$ cat config.mk
export PLATFORM = sky130hd
export DESIGN_NAME = multi_client_heartbeat_watchdog
export DESIGN_NICKNAME = d
export VERILOG_FILES = /design/src/rtl/mchw_pkg.sv /design/src/rtl/mchw_ram.sv /design/src/rtl/mchw_csr.sv /design/src/rtl/mchw_engine.sv /design/src/rtl/multi_client_heartbeat_watchdog.sv
export VERILOG_INCLUDE_DIRS = /design/src /design/src/rtl
export SDC_FILE = /design/constraint.sdc
export NUM_CORES = 1
export LEC_CHECK = 0
export ABC_AREA = 1
export BUFFER_PORTS_ARGS = -buffer_cell sky130_fd_sc_hd__buf_2
export CAP_MARGIN = 10
export CORE_MARGIN = 5
export CORE_UTILIZATION = 65
export CTS_CLUSTER_DIAMETER = 30
export DETAILED_ROUTE_END_ITERATION = 12
export HOLD_SLACK_MARGIN = 0.02
export PLACE_DENSITY_LB_ADDON = 0.25
export SLEW_MARGIN = 20
export SYNTH_ARGS = -nofsm -noshare
export SYNTH_HDL_FRONTEND = slang
export SYNTH_SLANG_ARGS = --single-unit
$ cat constraint.sdc
create_clock -name clock -period 8.4 [get_ports clock]
set_input_delay 1.26 -clock clock [delete_from_list [all_inputs] [get_ports clock]]
set_output_delay 1.26 -clock clock [all_outputs]
set_load 0.01 [all_outputs]
$ cat src/rtl/multi_client_heartbeat_watchdog_assert.svh
// Assertion shorthands used by the watchdog engine RTL.
`ifndef MULTI_CLIENT_HEARTBEAT_WATCHDOG_ASSERT_SVH
`define MULTI_CLIENT_HEARTBEAT_WATCHDOG_ASSERT_SVH

// Same-cycle implication.
`define MCHW_ASSERT_IMP(label, clk, rst, ante, cons, msg) \
   label: assert property (@(posedge clk) disable iff (rst) (ante) |-> (cons)) \
      else $error(msg);

// Next-cycle implication.
`define MCHW_ASSERT_NXT(label, clk, rst, ante, cons, msg) \
   label: assert property (@(posedge clk) disable iff (rst) (ante) |=> (cons)) \
      else $error(msg);

`endif

$ cat src/rtl/mchw_pkg.sv
package mchw_pkg;

   localparam int ENTRIES      = 16;
   localparam int ID_BITS      = 32;
   localparam int SLOT_W       = $clog2(ENTRIES);
   localparam int COUNT_W      = SLOT_W + 1;
   localparam int CNT_W        = 16;
   localparam int CLIENT_ID_W  = 32;
   localparam int SLOT_FIELD_W = 4;
   localparam int CSR_ADDR_W   = 4;
   localparam int CSR_DATA_W   = 32;
   localparam int REG_IDX_W    = 2;

   localparam logic [COUNT_W-1:0] ENTRIES_CNT = COUNT_W'(ENTRIES);
   localparam logic [CNT_W-1:0]   CNT_MAX     = {CNT_W{1'b1}};

   localparam logic KIND_TICK      = 1'b0;
   localparam logic KIND_HEARTBEAT = 1'b1;

   localparam logic [REG_IDX_W-1:0] REG_KEEPALIVE = 2'd0;
   localparam logic [REG_IDX_W-1:0] REG_HANG      = 2'd1;
   localparam logic [REG_IDX_W-1:0] REG_DRIVE_CHK = 2'd2;

   localparam logic [CNT_W-1:0] KEEPALIVE_RESET = 16'd10;
   localparam logic [CNT_W-1:0] HANG_RESET      = 16'd100;

   typedef struct packed {
      logic                   kind;
      logic [CLIENT_ID_W-1:0] client_id;
      logic                   drive_fault;
   } req_type;

   typedef struct packed {
      logic                    kick;
      logic                    reboot_request;
      logic                    hung;
      logic [SLOT_FIELD_W-1:0] hung_slot;
      logic                    added;
      logic                    table_full;
      logic [SLOT_FIELD_W-1:0] matched_slot;
   } rsp_type;

   typedef struct packed {
      logic [CNT_W-1:0] keepalive_interval;
      logic [CNT_W-1:0] hang_limit;
      logic             drive_check_enable;
   } cfg_type;

   typedef struct packed {
      logic              en;
      logic [SLOT_W-1:0] addr;
   } mem_rd_type;

   typedef struct packed {
      logic              en;
      logic [SLOT_W-1:0] addr;
      logic [CNT_W-1:0]  data;
   } cnt_wr_type;

   typedef struct packed {
      logic               en;
      logic [SLOT_W-1:0]  addr;
      logic [ID_BITS-1:0] data;
   } id_wr_type;

   // Keep the low ID_BITS of the incoming identifier, zero above 32 bits.
   function automatic logic [ID_BITS-1:0] id_of(input logic [CLIENT_ID_W-1:0] raw);
      logic [ID_BITS-1:0] r;
      r = '0;
      for (int i = 0; i < ID_BITS; i++) begin
         if (i < CLIENT_ID_W) begin
            r[i] = raw[i % CLIENT_ID_W];
         end
      end
      return r;
   endfunction

   // Low four bits of a slot number, zero-filled for small tables.
   function automatic logic [SLOT_FIELD_W-1:0] slot_field(input logic [SLOT_W-1:0] s);
      logic [SLOT_FIELD_W-1:0] r;
      r = '0;
      for (int i = 0; i < SLOT_FIELD_W; i++) begin
         if (i < SLOT_W) begin
            r[i] = s[i % SLOT_W];
         end
      end
      return r;
   endfunction

endpackage

$ cat src/rtl/mchw_ram.sv
module mchw_ram #(
   parameter int WIDTH = 16,
   parameter int DEPTH = 16
) (
   input  logic                     clock,
   input  logic                     wr_en,
   input  logic [$clog2(DEPTH)-1:0] wr_addr,
   input  logic [WIDTH-1:0]         wr_data,
   input  logic                     rd_en,
   input  logic [$clog2(DEPTH)-1:0] rd_addr,
   output logic [WIDTH-1:0]         rd_data
);

   logic [WIDTH-1:0] mem [DEPTH];
   logic [WIDTH-1:0] rd_data_ff;

   always_ff @(posedge clock) begin
      if (wr_en) begin
         mem[wr_addr] <= wr_data;
      end
      if (rd_en) begin
         rd_data_ff <= mem[rd_addr];
      end
   end

   assign rd_data = rd_data_ff;

endmodule

$ cat src/rtl/mchw_csr.sv
module mchw_csr (
   input  logic                            clock,
   input  logic                            reset,
   input  logic                            psel,
   input  logic                            penable,
   input  logic                            pwrite,
   input  logic [mchw_pkg::CSR_ADDR_W-1:0] paddr,
   input  logic [mchw_pkg::CSR_DATA_W-1:0] pwdata,
   output logic [mchw_pkg::CSR_DATA_W-1:0] prdata,
   output logic                            pready,
   output mchw_pkg::cfg_type               cfg
);
   import mchw_pkg::*;

   logic [CNT_W-1:0]     keepalive_ff, keepalive_in;
   logic [CNT_W-1:0]     hang_ff, hang_in;
   logic                 drive_chk_ff, drive_chk_in;
   logic [REG_IDX_W-1:0] idx;
   logic                 wr;

   assign idx    = paddr[CSR_ADDR_W-1:2];
   assign wr     = psel && penable && pwrite;
   assign pready = 1'b1;

   always_comb begin
      keepalive_in = keepalive_ff;
      hang_in      = hang_ff;
      drive_chk_in = drive_chk_ff;
      prdata       = '0;
      unique case (idx)
         REG_KEEPALIVE: begin
            prdata = CSR_DATA_W'(keepalive_ff);
            if (wr) begin
               keepalive_in = pwdata[CNT_W-1:0];
            end
         end
         REG_HANG: begin
            prdata = CSR_DATA_W'(hang_ff);
            if (wr) begin
               hang_in = pwdata[CNT_W-1:0];
            end
         end
         REG_DRIVE_CHK: begin
            prdata = CSR_DATA_W'(drive_chk_ff);
            if (wr) begin
               drive_chk_in = pwdata[0];
            end
         end
         default: begin
            prdata = '0;
         end
      endcase
   end

   always_ff @(posedge clock) begin
      if (reset) begin
         keepalive_ff <= KEEPALIVE_RESET;
         hang_ff      <= HANG_RESET;
         drive_chk_ff <= 1'b0;
      end else begin
         keepalive_ff <= keepalive_in;
         hang_ff      <= hang_in;
         drive_chk_ff <= drive_chk_in;
      end
   end

   assign cfg.keepalive_interval = keepalive_ff;
   assign cfg.hang_limit         = hang_ff;
   assign cfg.drive_check_enable = drive_chk_ff;

endmodule

$ cat src/rtl/mchw_engine.sv
`include "multi_client_heartbeat_watchdog_assert.svh"

module mchw_engine (
   input  logic                         clock,
   input  logic                         reset,
   input  logic                         start,
   input  mchw_pkg::req_type            req_item,
   output logic                         busy,
   output logic                         rsp_valid,
   output mchw_pkg::rsp_type            rsp_item,
   input  mchw_pkg::cfg_type            cfg,
   output mchw_pkg::mem_rd_type         rd,
   input  logic [mchw_pkg::ID_BITS-1:0] id_rdata,
   input  logic [mchw_pkg::CNT_W-1:0]   cnt_rdata,
   output mchw_pkg::id_wr_type          id_wr,
   output mchw_pkg::cnt_wr_type         cnt_wr
);
   import mchw_pkg::*;

   typedef enum logic {ST_IDLE, ST_SCAN} state_type;

   state_type          state_ff, state_in;
   logic               kind_ff, kind_in;
   logic [ID_BITS-1:0] id_ff, id_in;
   logic [COUNT_W-1:0] rd_idx_ff, rd_idx_in;
   logic               data_vld_ff, data_vld_in;
   logic [SLOT_W-1:0]  data_idx_ff, data_idx_in;
   logic               found_ff, found_in;
   logic [SLOT_W-1:0]  found_slot_ff, found_slot_in;
   logic [COUNT_W-1:0] entry_count_ff, entry_count_in;
   logic [CNT_W-1:0]   interval_ff, interval_in;
   logic               kick_blocked_ff, kick_blocked_in;
   logic               hung_latched_ff, hung_latched_in;
   logic [SLOT_W-1:0]  hung_index_ff, hung_index_in;
   logic               kick_ff, kick_in;
   logic               reboot_ff, reboot_in;
   logic               rsp_valid_ff, rsp_valid_in;
   rsp_type            rsp_item_ff, rsp_item_in;

   logic              fault_hit;
   logic              issue;
   logic              hb_hit;
   logic              scan_done;
   logic [SLOT_W-1:0] new_slot;

   assign new_slot  = entry_count_ff[SLOT_W-1:0];
   assign fault_hit = cfg.drive_check_enable && req_item.drive_fault;
   assign issue     = rd_idx_ff < entry_count_ff;
   assign hb_hit    = data_vld_ff && (kind_ff == KIND_HEARTBEAT) && (id_rdata == id_ff);
   assign scan_done = hb_hit || (!issue && !data_vld_ff);

   always_comb begin
      state_in        = state_ff;
      kind_in         = kind_ff;
      id_in           = id_ff;
      rd_idx_in       = rd_idx_ff;
      data_vld_in     = 1'b0;
      data_idx_in     = data_idx_ff;
      found_in        = found_ff;
      found_slot_in   = found_slot_ff;
      entry_count_in  = entry_count_ff;
      interval_in     = interval_ff;
      kick_blocked_in = kick_blocked_ff;
      hung_latched_in = hung_latched_ff;
      hung_index_in   = hung_index_ff;
      kick_in         = kick_ff;
      reboot_in       = reboot_ff;
      rsp_valid_in    = 1'b0;
      rsp_item_in     = rsp_item_ff;
      rd              = '0;
      id_wr           = '0;
      cnt_wr          = '0;

      unique case (state_ff)
         ST_IDLE: begin
            if (start) begin
               kind_in       = req_item.kind;
               id_in         = id_of(req_item.client_id);
               rd_idx_in     = '0;
               found_in      = 1'b0;
               found_slot_in = '0;
               kick_in       = 1'b0;
               reboot_in     = 1'b0;
               state_in      = ST_SCAN;
               if (req_item.kind == KIND_TICK) begin
                  // fault blocks the kick of this very tick too
                  if (fault_hit) begin
                     reboot_in       = 1'b1;
                     kick_blocked_in = 1'b1;
                  end
                  if (interval_ff >= cfg.keepalive_interval) begin
                     interval_in = '0;
                     kick_in     = !(kick_blocked_ff || fault_hit);
                  end else begin
                     interval_in = interval_ff + 1'b1;
                  end
               end
            end
         end
         ST_SCAN: begin
            // read slot i while slot i-1 is checked and written back
            if (issue && !hb_hit) begin
               rd.en       = 1'b1;
               rd.addr     = rd_idx_ff[SLOT_W-1:0];
               rd_idx_in   = rd_idx_ff + 1'b1;
               data_vld_in = 1'b1;
               data_idx_in = rd_idx_ff[SLOT_W-1:0];
            end
            if (data_vld_ff && (kind_ff == KIND_TICK)) begin
               if (!found_ff && (cnt_rdata >= cfg.hang_limit)) begin
                  // first hung client keeps its count
                  found_in      = 1'b1;
                  found_slot_in = data_idx_ff;
               end else if (cnt_rdata != CNT_MAX) begin
                  cnt_wr.en   = 1'b1;
                  cnt_wr.addr = data_idx_ff;
                  cnt_wr.data = cnt_rdata + 1'b1;
               end
            end
            if (scan_done) begin
               state_in     = ST_IDLE;
               rsp_valid_in = 1'b1;
               rsp_item_in  = '0;
               if (kind_ff == KIND_HEARTBEAT) begin
                  if (hb_hit) begin
                     cnt_wr.en                = 1'b1;
                     cnt_wr.addr              = data_idx_ff;
                     cnt_wr.data              = '0;
                     rsp_item_in.matched_slot = slot_field(data_idx_ff);
                  end else if (entry_count_ff < ENTRIES_CNT) begin
                     id_wr.en                 = 1'b1;
                     id_wr.addr               = new_slot;
                     id_wr.data               = id_ff;
                     cnt_wr.en                = 1'b1;
                     cnt_wr.addr              = new_slot;
                     cnt_wr.data              = '0;
                     entry_count_in           = entry_count_ff + 1'b1;
                     rsp_item_in.added        = 1'b1;
                     rsp_item_in.matched_slot = slot_field(new_slot);
                  end else begin
                     rsp_item_in.table_full = 1'b1;
                  end
               end else begin
                  rsp_item_in.kick           = kick_ff;
                  rsp_item_in.reboot_request = reboot_ff;
                  if (found_ff && !hung_latched_ff) begin
                     hung_latched_in = 1'b1;
                     hung_index_in   = found_slot_ff;
                  end
               end
               rsp_item_in.hung      = hung_latched_in;
               rsp_item_in.hung_slot = slot_field(hung_index_in);
            end
         end
         default: begin
            state_in = ST_IDLE;
         end
      endcase
   end

   always_ff @(posedge clock) begin
      if (reset) begin
         state_ff        <= ST_IDLE;
         kind_ff         <= KIND_TICK;
         id_ff           <= '0;
         rd_idx_ff       <= '0;
         data_vld_ff     <= 1'b0;
         data_idx_ff     <= '0;
         found_ff        <= 1'b0;
         found_slot_ff   <= '0;
         entry_count_ff  <= '0;
         interval_ff     <= '0;
         kick_blocked_ff <= 1'b0;
         hung_latched_ff <= 1'b0;
         hung_index_ff   <= '0;
         kick_ff         <= 1'b0;
         reboot_ff       <= 1'b0;
         rsp_valid_ff    <= 1'b0;
         rsp_item_ff     <= '0;
      end else begin
         state_ff        <= state_in;
         kind_ff         <= kind_in;
         id_ff           <= id_in;
         rd_idx_ff       <= rd_idx_in;
         data_vld_ff     <= data_vld_in;
         data_idx_ff     <= data_idx_in;
         found_ff        <= found_in;
         found_slot_ff   <= found_slot_in;
         entry_count_ff  <= entry_count_in;
         interval_ff     <= interval_in;
         kick_blocked_ff <= kick_blocked_in;
         hung_latched_ff <= hung_latched_in;
         hung_index_ff   <= hung_index_in;
         kick_ff         <= kick_in;
         reboot_ff       <= reboot_in;
         rsp_valid_ff    <= rsp_valid_in;
         rsp_item_ff     <= rsp_item_in;
      end
   end

   assign busy      = (state_ff != ST_IDLE);
   assign rsp_valid = rsp_valid_ff;
   assign rsp_item  = rsp_item_ff;

   `MCHW_ASSERT_NXT(a_rsp_single, clock, reset, rsp_valid_ff, !rsp_valid_ff, "double result strobe")
   `MCHW_ASSERT_NXT(a_accept_busy, clock, reset, start && !busy, busy && !rsp_valid_ff, "accept did not start a scan")
   `MCHW_ASSERT_IMP(a_no_rw_clash, clock, reset, rd.en && cnt_wr.en, rd.addr != cnt_wr.addr, "counter read and write hit one slot")
   `MCHW_ASSERT_IMP(a_count_range, clock, reset, busy, entry_count_ff <= ENTRIES_CNT, "entry count beyond table")
   `MCHW_ASSERT_NXT(a_hung_sticky, clock, reset, hung_latched_ff, hung_latched_ff && $stable(hung_index_ff), "hung latch moved")

endmodule

$ cat src/rtl/multi_client_heartbeat_watchdog.sv
// Multi-client heartbeat watchdog.
// Input: pulse start with req_item while busy is low. kind selects a tick or a
// heartbeat carrying client_id; drive_fault is looked at on ticks only.
// Output: one item per input on rsp_item, marked by a one-cycle rsp_valid
// pulse; the receiver cannot stall, so the result must be taken in that cycle.
// Config: APB-style slave, keepalive_interval at 0x0, hang_limit at 0x4,
// drive_check_enable at 0x8; pready is tied high. Write only while idle.
// Client IDs and silence counters live in two single-port-read RAMs. Every
// item walks the registered slots through the RAM read port, one slot a
// cycle with the check and write-back of the previous slot overlapped.
// A scan grows with the number of registered clients; a heartbeat that
// matches returns as soon as its slot is read. busy drops in the cycle of
// rsp_valid, so the next item can be taken at the edge that ends it; no new
// item is taken while the previous one is still being scanned.
// Reset empties the client table (entry count zero), clears the interval
// counter, kick block and hung latch, and restores the register defaults.
// The RAMs are not cleared: only slots below the entry count are ever read.
module multi_client_heartbeat_watchdog (
   input  logic                            clock,
   input  logic                            reset,
   input  logic                            start,
   input  mchw_pkg::req_type               req_item,
   output logic                            busy,
   output logic                            rsp_valid,
   output mchw_pkg::rsp_type               rsp_item,
   input  logic                            psel,
   input  logic                            penable,
   input  logic                            pwrite,
   input  logic [mchw_pkg::CSR_ADDR_W-1:0] paddr,
   input  logic [mchw_pkg::CSR_DATA_W-1:0] pwdata,
   output logic [mchw_pkg::CSR_DATA_W-1:0] prdata,
   output logic                            pready
);
   import mchw_pkg::*;

   cfg_type            cfg;
   mem_rd_type         rd;
   id_wr_type          id_wr;
   cnt_wr_type         cnt_wr;
   logic [ID_BITS-1:0] id_rdata;
   logic [CNT_W-1:0]   cnt_rdata;

   mchw_csr u_csr (
      .clock   (clock),
      .reset   (reset),
      .psel    (psel),
      .penable (penable),
      .pwrite  (pwrite),
      .paddr   (paddr),
      .pwdata  (pwdata),
      .prdata  (prdata),
      .pready  (pready),
      .cfg     (cfg)
   );

   mchw_ram #(
      .WIDTH (ID_BITS),
      .DEPTH (ENTRIES)
   ) u_id_ram (
      .clock   (clock),
      .wr_en   (id_wr.en),
      .wr_addr (id_wr.addr),
      .wr_data (id_wr.data),
      .rd_en   (rd.en),
      .rd_addr (rd.addr),
      .rd_data (id_rdata)
   );

   mchw_ram #(
      .WIDTH (CNT_W),
      .DEPTH (ENTRIES)
   ) u_cnt_ram (
      .clock   (clock),
      .wr_en   (cnt_wr.en),
      .wr_addr (cnt_wr.addr),
      .wr_data (cnt_wr.data),
      .rd_en   (rd.en),
      .rd_addr (rd.addr),
      .rd_data (cnt_rdata)
   );

   mchw_engine u_engine (
      .clock     (clock),
      .reset     (reset),
      .start     (start),
      .req_item  (req_item),
      .busy      (busy),
      .rsp_valid (rsp_valid),
      .rsp_item  (rsp_item),
      .cfg       (cfg),
      .rd        (rd),
      .id_rdata  (id_rdata),
      .cnt_rdata (cnt_rdata),
      .id_wr     (id_wr),
      .cnt_wr    (cnt_wr)
   );

endmodule

### Word level (Yosys, flattened, before mapping)

Memories as Yosys holds them, arrays and structs flattened. A register that Yosys moved wholly into a read port is not among the register bits.
Cells that the tools add are included.

| word-level totals | value |
|---|---|
| input bits | 76 |
| output and inout port bits | 48 |
| memory bits (writable) | 768 |
| memories | 2 |
| word-level logic and storage cells | 126 |
| register bits | 120 |

| operators by class | value |
|---|---|
| magnitude comparators | 4 |
| eq/ne operators | 8 |
| add/subtract/negate cells | 4 |
| multiplexer cells | 48 |
| bitwise gates (word level) | 4 |
| reduce and logical (&&, ||, !) cells | 32 |

Memory list:

| name | depth | bits a word | read ports | clocked after memory_dff | wr ports | line | RTL |
|---|---|---|---|---|---|---|---|
| u_id_ram.mem | 16 | 32 | 1 | 1 | 1 | mchw_ram.sv:14 | `logic [WIDTH-1:0] mem [DEPTH];` |
| u_cnt_ram.mem | 16 | 16 | 1 | 1 | 1 | mchw_ram.sv:14 |  |

Operators with widths:

| kind | number |
|---|---|
| 2-to-1 mux 37 bit | 5 |
| 2-to-1 mux 21 bit | 8 |
| one-hot mux 16 bit (3 select lines) | 1 |
| adder 16 x 1 -> 16 bit, second input constant | 2 |
| equality test 32 bit | 1 |
| >= comparator 16 bit | 2 |
| 2-to-1 mux 4 bit | 5 |
| 2-to-1 mux 5 bit | 4 |
| 2-to-1 mux 1 bit | 17 |
| 2-to-1 mux 16 bit | 1 |
| inequality test 16 bit, second input constant | 1 |
| AND reduction 2 bit | 7 |
| adder 5 x 1 -> 5 bit, second input constant | 2 |
| logical AND 1 bit | 10 |
| one-hot mux 5 bit (2 select lines) | 1 |
| inequality test 2 bit, second input constant | 4 |
| one-hot mux 4 bit (2 select lines) | 1 |
| AND reduction 4 bit | 2 |
| logical NOT 1 bit | 6 |
| 2-to-1 mux 6 bit | 1 |
| AND reduction 3 bit | 2 |
| less-than comparator 5 bit | 1 |
| less-than comparator 5 bit, second input constant | 1 |
| AND reduction 5 bit | 1 |
| other kinds (8) | 14 |

### Depth between registers and ports, before layout

Gate-level depths: netlist of run 1.

| logic depth | value |
|---|---|
| word-level depth | 11 |
| depth in mapped cells | 18 |
| mapped depth without buffers | 17 |

### Cells and area by module

From an unflattened synthesis of run 1, not the netlist that was laid out.

| unflattened totals | value |
|---|---|
| cells, all modules | 4348 |
| area, all modules | 42269.3 µm² |

Modules (own cells, without submodules):

| module | instances | cells each | area an instance (µm²) | seq. area each (µm²) |
|---|---|---|---|---|
| mchw_ram at u_id_ram | 1 | 2120 | 23050.9 | 16335.7 |
| mchw_ram at u_cnt_ram | 1 | 1074 | 11541.1 | 8167.8 |
| mchw_engine | 1 | 909 | 5982.0 | 1741.7 |
| mchw_csr | 1 | 245 | 1695.4 | 660.6 |

### Least setup slack after synthesis of run 1

Ideal clock, no wire load.

| timing path | value |
|---|---|
| path kind | register -> register |
| start | register u_engine.entry_count_ff[2] |
| end | memory u_id_ram.mem[11][0] in the netlist's numbering, enable pin |
| library setup time | 0.421 ns |
| data required time | 7.979 ns |
| data arrival time | 3.465 ns |
| cell stages (with the launch flop) | 14 |
| path buffers | 0 |
| setup slack | 4.514 ns |
| period minus slack after synthesis | 3.886 ns |
| path through | dfxtp_1 inv_1 ha_1 a21oi_1 or2_1 nand3_1 inv_2 nor2_1 nand4_1 nor2_2 inv_2 nor2_1 nand2_1 nor2_1 |

| on the way | value |
|---|---|
| longest elaborated chain between the ends | 8 |
| elaborated cells on any way between the ends | 12 |
| classes of those cells | order compare (2); mux (7); reduce/logical (3) |

RTL lines:

| element | line | RTL |
|---|---|---|
| from (decl) | mchw_engine.sv:30 | `logic [COUNT_W-1:0] entry_count_ff, entry_count_in;` |
| from (signal assigned) | mchw_engine.sv:189 | `entry_count_ff <= entry_count_in;` |
| less-than comparator 5 bit (on tied branches) | mchw_engine.sv:130, mchw_engine.sv:48 |  |
| 2-to-1 mux 37 bit / logical NOT 1 bit (equally long branches) | mchw_engine.sv:130, mchw_engine.sv:50 |  |
| 2-to-1 mux 37 bit / logical AND 1 bit (equally long branches) | mchw_engine.sv:125, mchw_engine.sv:50 |  |
| 2-to-1 mux 37 bit / logical OR 1 bit (equally long branches) | mchw_engine.sv:124, mchw_engine.sv:50 |  |
| 2-to-1 mux 37 bit * | mchw_engine.sv:120 | `if (scan_done) begin` |
| 2-to-1 mux 37 bit * | mchw_engine.sv:74 | `unique case (state_ff)` |
| 2-to-1 mux 1 bit | mchw_ram.sv:18 | `if (wr_en) begin` |
| 2-to-1 mux 1 bit (not written as such) | mchw_ram.sv:19 | `mem[wr_addr] <= wr_data;` |
| to (decl) | mchw_ram.sv:14 |  |

Mark *: on every way between the ends. The rest lies on a longest branch, timed or not.

### Worst setup path in the final report of run 1

| timing path | value |
|---|---|
| start | register u_engine.entry_count_ff[2] |
| end | register u_id_ram.rd_data_ff[1], in the netlist u_id_ram.rd_data[1] (read register of u_id_ram.mem), data pin |

| on the way | value |
|---|---|
| longest elaborated chain between the ends | 4 |

RTL lines:

| element | line | RTL |
|---|---|---|
| less-than comparator 5 bit | mchw_engine.sv:48 | `assign issue = rd_idx_ff < entry_count_ff;` |
| logical AND 1 bit | mchw_engine.sv:102 | `if (issue && !hb_hit) begin` |
| 2-to-1 mux 5 bit | mchw_engine.sv:102 |  |
| 2-to-1 mux 5 bit | mchw_engine.sv:74 |  |
| named net u_cnt_ram.rd_en | mchw_ram.sv:9 | `input logic rd_en,` |
| to (decl) | mchw_ram.sv:15 | `logic [WIDTH-1:0] rd_data_ff;` |

The timed path passes the listed nets, and every way through them passes these cells.
A chain may end at the register's enable or synchronous reset.

==> reports/results.ini, run 1 <==
[status]
outcome=complete, no violations

[cts]
clk_latency_ns=0.74
clock-sinks=936
cts_setup_buffers=0
clkTransAtPathRegs_ns=0.05
cts_resized=0
cts-buffers-inserted=158
clockRootBuffer=clkbuf_16
cts_tree=done
htreeDepth=4
clock_path_buffers=3
cts_hold_buffers=0

[yosys]
synthArstFlopShare_pct=0
syn_area_per_cell_um2=10.2
synth-seq-cells=936
syn_area_um2=41500
ys_seq_area_share_pct=64.9
synth_top_cell_by_area=edfxtp_1
syn_inst=4078
synth_cell_type_count=43
synth-edff-count=816
yosysWarnings=0
ys.flop_type=edfxtp_1
ys_top_cells_by_area=edfxtp_1, nand3_1, dfxtp_1, inv_1, nor2_1
netlist.area_leader.share_pct=59.1

[grt]
antenna_found_initial=1
grt_use_met2_pct=49.0
grt_remaining_overflow=0
met1_usage_pct=42.3
track_usage_pct=31.0
grt_use_met3_pct=5.94
grt-busiest-layer=met2
grt_pass1_vias=30200
grt_start_max_net_pins=213
grt_pass1_wl_um=168000

[cells_and_area]
final_nets=4257
antenna_cells=0
multiInputGateArea_um2=11300
regArea_um2=26900
fillCellCount=3901
drive_above_1_share_pct=10.9
fin_util_pct=76.0
final_cell_area_um2=47900
area_delta_synth_final_pct=15.6

[critical_path]
path_max_fanout=53
crit_top_cell=nand3_1
criticalPathCategory=flop to flop
reg2reg_from=u_engine.entry_count_ff[2]
critPathSlowestCell=buf_4
cp_data_required_time_ns=8.86
worstRegToRegCells=14
critPathArrivalTime_ns=5.67
crit_chain=inv_1 > ha_1 > a21oi_1 > or2_1 > nand3_1 > a21oi_4 > nand2_2 > inv_2 > nand2_4 > inv_4 > buf_4 > nand3_1 > nand3_1 > nand2_1
reg2reg_setup_slack_ns=3.19
cp_top_family=buffers and inverters
crit_path_start_kind=flop
critPathLaunch=u_engine.entry_count_ff[2]
setup.worst_path.end_class=flop
r2r_end=u_id_ram.rd_data[1]
critPathBufInv=4
cpPeakStageDelay_ns=0.80
path_depth=14

[detailed_routing]
drt-vias-per-instance=6.11
wire_per_inst_um=21.6
drc=0
wirelength_um=110000
drtPass1Iterations=7
ant_nets=0
num_vias=31300
drt_iter0_drc=4375

[placed_design]
place_ws_ns=3.36
numPortBuffers=88
place_area_um2=42400
gp_congestion=0.854
hpwl_um=55100

[hold_path]
whs_path_depth=2
worstHoldStart=u_engine.hung_index_ff[1]
hold_path_end=u_engine.hung_index_ff[1]
hold_path.class=flop to flop

[power_and_ir_drop]
irDropWorstVdd_mv=0.199
power_density_nw_per_um2=249
p_leak_nw=19.9

[floorplanning]
rows=92
die_h_um=263
die-area_um2=68900
io_pins=124
start_util_pct=65.7
die_w_um=263
core_area_um2=63100

[sta]
worst_pin_slew_ns=1.23
slew_violations=0
hold_viol_final=0
setup_violations=0
min_period_ns=5.21
fin_crit_sh_pct=62.0
finalWorstSetupSlack_ns=3.19
slew_headroom_pct=17.9
fmax_mhz=192
fin_worst_skew_ns=0.0291
fin_setup_tns_ns=0
rsz0062_at_grt=false

[run]
maxCapViolCount=0

## cell type report
class	count	area share, %
Multi-Input combinational cell	2311	23.6
Tap cell	846	2.21
Inverter	582	4.56
Clock buffer	191	8.88
Sequential cell	936	56.2
Clock inverter	98	2.58
Timing Repair Buffer	152	1.97
## layout by cell type, fill, tap and decap left out, types with 8 or more instances in the layout
cell type   netlist  layout
clkinv_1          0      21
clkbuf_16         0     162
xor2_1           14      14
buf_2            43      88
nand4_1         262     262
dfxtp_1         120     118
clkinvlp_4        0      18
buf_4            59      62
clkinv_2          0      13
ha_1             40      40
nor2_4            2      19
o21ai_0         192     192
clkbuf_1        152      20
clkbuf_8          0       9
edfxtp_1        816     816
nor2_1          542     510
bufinv_16         0      22
nand3_1         529     529
inv_2            20      20
inv_6             0       8
o22ai_1          15      15
nand2_1         475     474
nor3_1           25      25
nor2_2            2      17
nor3b_1           8       8
a21oi_1         111     111
o21ai_1          34      34
inv_1           562     561
conb_1            2      17
## synth_stat cells (8+ instances only)
master    count
a21oi_1     111
buf_1         8
buf_2        43
buf_4        59
clkbuf_1    152
dfxtp_1     120
edfxtp_1    816
ha_1         40
inv_1       562
inv_2        20
nand2_1     475
nand3_1     529
nand4_1     262
nor2_1      542
nor3_1       25
nor3b_1       8
o21ai_0     192
o21ai_1      34
o22ai_1      15
xor2_1       14
## stage by stage
step	instances	total power, mW	hold WS (ns)
after global routing	5116	12.2	0.478
after CTS	5116	11.9	0.458
final	5116	11.9	0.465
after floorplan	4093	5.34	0.436
after detailed placement	4827	5.45	0.451
after global placement	4827	5.44	0.448
## worst reg2reg max path, cell delays in order, from the launching register on
cell	delay (ns)
dfxtp_1	0.42
inv_1	0.12
ha_1	0.32
a21oi_1	0.14
or2_1	0.11
nand3_1	0.17
a21oi_4	0.72
nand2_2	0.35
inv_2	0.18
nand2_4	0.44
inv_4	0.73
buf_4	0.83
nand3_1	0.23
nand3_1	0.12
nand2_1	0.09
## how the worst max path moves through the flow
stage	end	slack [ns]
global placement	u_id_ram.rd_data[7]	3.34
detailed placement	u_id_ram.rd_data[5]	3.36
global route	u_id_ram.rd_data[7]	3.02
finish	u_id_ram.rd_data[1]	3.19
CTS	u_id_ram.rd_data[1]	3.28
floorplan	u_id_ram.mem[11][0]	4.51
## flip-flops by register name, indices dropped and copies added (netlist names), 8 cells and up
| signal | count |
|---|---|
| u_cnt_ram.rd_data | 16 |
| u_engine.rsp_item | 8 |
| u_engine.id_ff | 32 |
| u_csr.keepalive_ff | 16 |
| u_id_ram.mem | 512 |
| u_engine.interval_ff | 16 |
| u_cnt_ram.mem | 256 |
| u_csr.hang_ff | 16 |
| u_id_ram.rd_data | 32 |
## per-layer routing
metal,wire [µm],part of all wire (%),up-vias
met3,12500,11,390
met5,0,0,-
met2,51900,47,2076
li1,-,-,14100
met4,4570,4.1,0
met1,41600,38,14700
## kinds of logic (layout without fill, tap and decap cells)
group | after synthesis | in the layout | share of synthesized area [%]
AO/OA/AOI/OAI | 371 | 371 | 4.67
flip-flops | 936 | 936 | 64.9
other | 2 | 17 | 0.0181
XOR/XNOR | 21 | 21 | 0.444
buffers and inverters | 846 | 1023 | 8.36
AND/OR/NAND/NOR | 1862 | 1862 | 20.4
adder cells (fa/ha/maj) | 40 | 40 | 1.21
## report_power, final
| part | total, mW | leakage, nW | internal (mW) | switching [mW] |
|---|---|---|---|---|
| logic | 0.313 | 9.63 | 0.0630 | 0.250 |
| registers | 5.06 | 7.62 | 5.04 | 0.0260 |
| clock network | 6.54 | 2.62 | 4.29 | 2.25 |
No activity file was read; power rests on OpenSTA's default activity.
==> run 2: changes to the inputs <==
Settings changed: ABC_AREA 1 to 0, CORE_UTILIZATION 65 to 56.
Clock period 8.4 ns to 4.25 ns, I/O delays scaled along.
==> run 2 against run 1 <==
Against the previous run:
- critical path depth fell by 5
- synthesized cell count decreased by 29%
- utilization down 8.6 points
- cell area shrank 3.8%
- sequential power up 96%
- via count down 16%
- clock power up 97%
- hold slack lost 0.31 ns
- highest routed layer is now met5
- area after synthesis down 6.9%
- largest cell class unchanged
==> reports/results.ini, run 2 <==
[status]
outcome=complete, no violations

[sta]
min_period_ns=3.81
hold_viol_final=0
hold_slack_ns=0.150
fmax_mhz=262
rsz0062_at_grt=false
slew_violations=0
fin_crit_sh_pct=89.7
worst_pin_slew_ns=1.08
fin_worst_skew_ns=0.0299
slew_headroom_pct=27.9
setup_violations=0
finalWorstSetupSlack_ns=0.438

[critical_path]
crit_path_start_kind=flop
reg2reg_setup_slack_ns=0.44
r2r_end=u_id_ram.rd_data[5]
setup.worst_path.end_class=flop
criticalPathCategory=flop to flop
path_max_fanout=39
reg2reg_from=u_id_ram.rd_data[14]
worstRegToRegCells=9
critPathArrivalTime_ns=4.34
cp_data_required_time_ns=4.78

[cts]
clockRootBuffer=clkbuf_16
cts_tree=done
cts_hold_buffers=0
htreeDepth=4
clk_latency_ns=0.73
clock-sinks=936
cts-buffers-inserted=158
cts_setup_buffers=0
clock_path_buffers=3
cts_resized=0
clkTransAtPathRegs_ns=0.05

[floorplanning]
rows=96
start_util_pct=56.3
io_pins=124
die-area_um2=74200
die_w_um=272
die_h_um=272
core_area_um2=68500

[detailed_routing]
wl_met1_um=40000
dr_wl_met2_um=52200
wirelength_um=107000
num_vias=26300
dr_wl_met3_um=11000
drc=0
dr.max_layer_used=met5
drtPass1Iterations=6
ant_nets=0
drt-vias-per-instance=6.51
wire_per_inst_um=26.4
drt_iter0_drc=2958

[power_and_ir_drop]
power_density_nw_per_um2=500
intPower_mw=18.3
pwr-share-clk_pct=55.8
power_switching_mw=4.72
p_seq_share_pct=43.1
irDropWorstVdd_mv=0.419
p_total_mw=23.0
switching_share_pct=20.5
p_comb_share_pct=1.1
p_leak_nw=15.9

[cells_and_area]
fin_util_pct=67.3
top_register=u_id_ram.mem
fillCellCount=4622
largest_reg_flops=512
drive_above_1_share_pct=18.1
final_common_cell=edfxtp_1
final_nets=3141
area_delta_synth_final_pct=19.5
reg_top3=u_id_ram.mem (512), u_cnt_ram.mem (256)
multiInputGateArea_um2=10700
layoutNonFillerInstCount=4041
layout_common_cells=edfxtp_1, nand2_1, a21oi_1
regArea_um2=26900

[placed_design]
gp_congestion=0.851
place_ws_ns=0.519
dp.cells=3747
hpwl_um=56900
numPortBuffers=88

[yosys]
synth-seq-cells=936
yosys.cell_count.top_type=edfxtp_1
syn_area_per_cell_um2=13.4
ys_top_cells_by_area=edfxtp_1, dfxtp_1, a21oi_1, nand2_1, nand3_1
netlist_top_cells_count=edfxtp_1, nand2_1, a21oi_1
synth_cell_type_count=65
synth-edff-count=816
ys_seq_area_share_pct=69.7
syn_inst=2881
yosysWarnings=0
netlist.area_leader.share_pct=63.5
synth_top_cell_by_area=edfxtp_1
syn_area_um2=38600
synthArstFlopShare_pct=0
ys.flop_type=edfxtp_1

[grt]
grt_pass1_wl_um=159000
grt_start_max_net_pins=98
antenna_found_initial=2
grt_remaining_overflow=0
track_usage_pct=28.3
grt_pass1_vias=26700

[hold_path]
hold_path.class=input pin to flop
worstHoldStart=req_item[12]
whs_path_depth=3
hold_path_end=u_engine.id_ff[11]

[run]
maxCapViolCount=0

-- run 2: cell types whose count changed after synthesis, sizes merged, moves of 97 or more --
| cell | before | now |
|---|---|---|
| nand3 | 529 | 171 |
| nand2 | 478 | 258 |
| nor2 | 546 | 98 |
| inv | 582 | 45 |
| a211o | 0 | 97 |
| nand4 | 264 | 13 |
| o21ai | 226 | 103 |
-- run 2: cell type report --
class	count	share of cell area, %
Clock buffer	187	9.10
Tap cell	882	2.39
Sequential cell	936	58.4
Antenna cell	1	0.00543
Timing Repair Buffer	207	3.66
Clock inverter	106	2.86
Multi-Input combinational cell	1676	23.3
Inverter	46	0.374
-- run 2: worst max-delay path, cell delays in order, from the launching register on --
cell and delay [ns]:
edfxtp_1 0.38, xor2_1 0.17, nor4_1 0.62, nand4_1 0.29, nor3_4 0.65, buf_4 0.53, o21ai_0 0.20, a311oi_1 0.39
a311oi_1 0.12, a31oi_1 0.27
-- run 2: power groups by stage --
stage	sequential, mW	clock, mW	combinational, mW
3_3_place_gp	10.1	0	0.249
5_1_grt	9.93	13.4	0.284
6_report	9.93	12.9	0.263
2_1_floorplan	10.1	0	0.156
4_1_cts	9.93	13.0	0.259
3_5_place_dp	10.1	0	0.255
-- run 2: cells by family after synthesis --
logic type      synth area share (%)
mux                             1.95
simple gates                    9.08
compound gates                  13.2
xor+xnor                        1.41
other cells                   0.0195
flops                           69.7
buf+inv                         3.28
fa+ha+maj                       1.30
-- run 2: worst max-delay path by stage --
| stage | cells past startpoint | startpoint | end | slack, ns |
|---|---|---|---|---|
| 2_1_floorplan | 10 | u_engine.entry_count_ff[2] | u_id_ram.mem[9][0] | -0.79 |
| 3_3_place_gp | 10 | u_id_ram.rd_data[3] | u_cnt_ram.mem[1][13] | 0.54 |
| 3_5_place_dp | 10 | u_id_ram.rd_data[3] | u_cnt_ram.mem[8][9] | 0.52 |
| 4_1_cts | 10 | u_id_ram.rd_data[3] | u_cnt_ram.mem[8][2] | 0.47 |
| 5_1_grt | 9 | u_id_ram.rd_data[11] | u_id_ram.rd_data[10] | 0.31 |
| 6_report | 9 | u_id_ram.rd_data[14] | u_id_ram.rd_data[5] | 0.44 |
-- run 2: per-stage QoR --
stage | TNS (ns) | instance area [µm²]
finish | 0 | 46100
global route | 0 | 46100
CTS | 0 | 46100
detailed placement | 0 | 40600
global placement | 0 | 40600
floorplan | -194.24 | 38700
-- run 2: layer usage --
metal	GRT usage (%)	vias to the layer above
li1	-	11400
met1	36.4	13000
met2	47.4	1638
met3	6.26	265
met4	10.7	2
met5	0	-
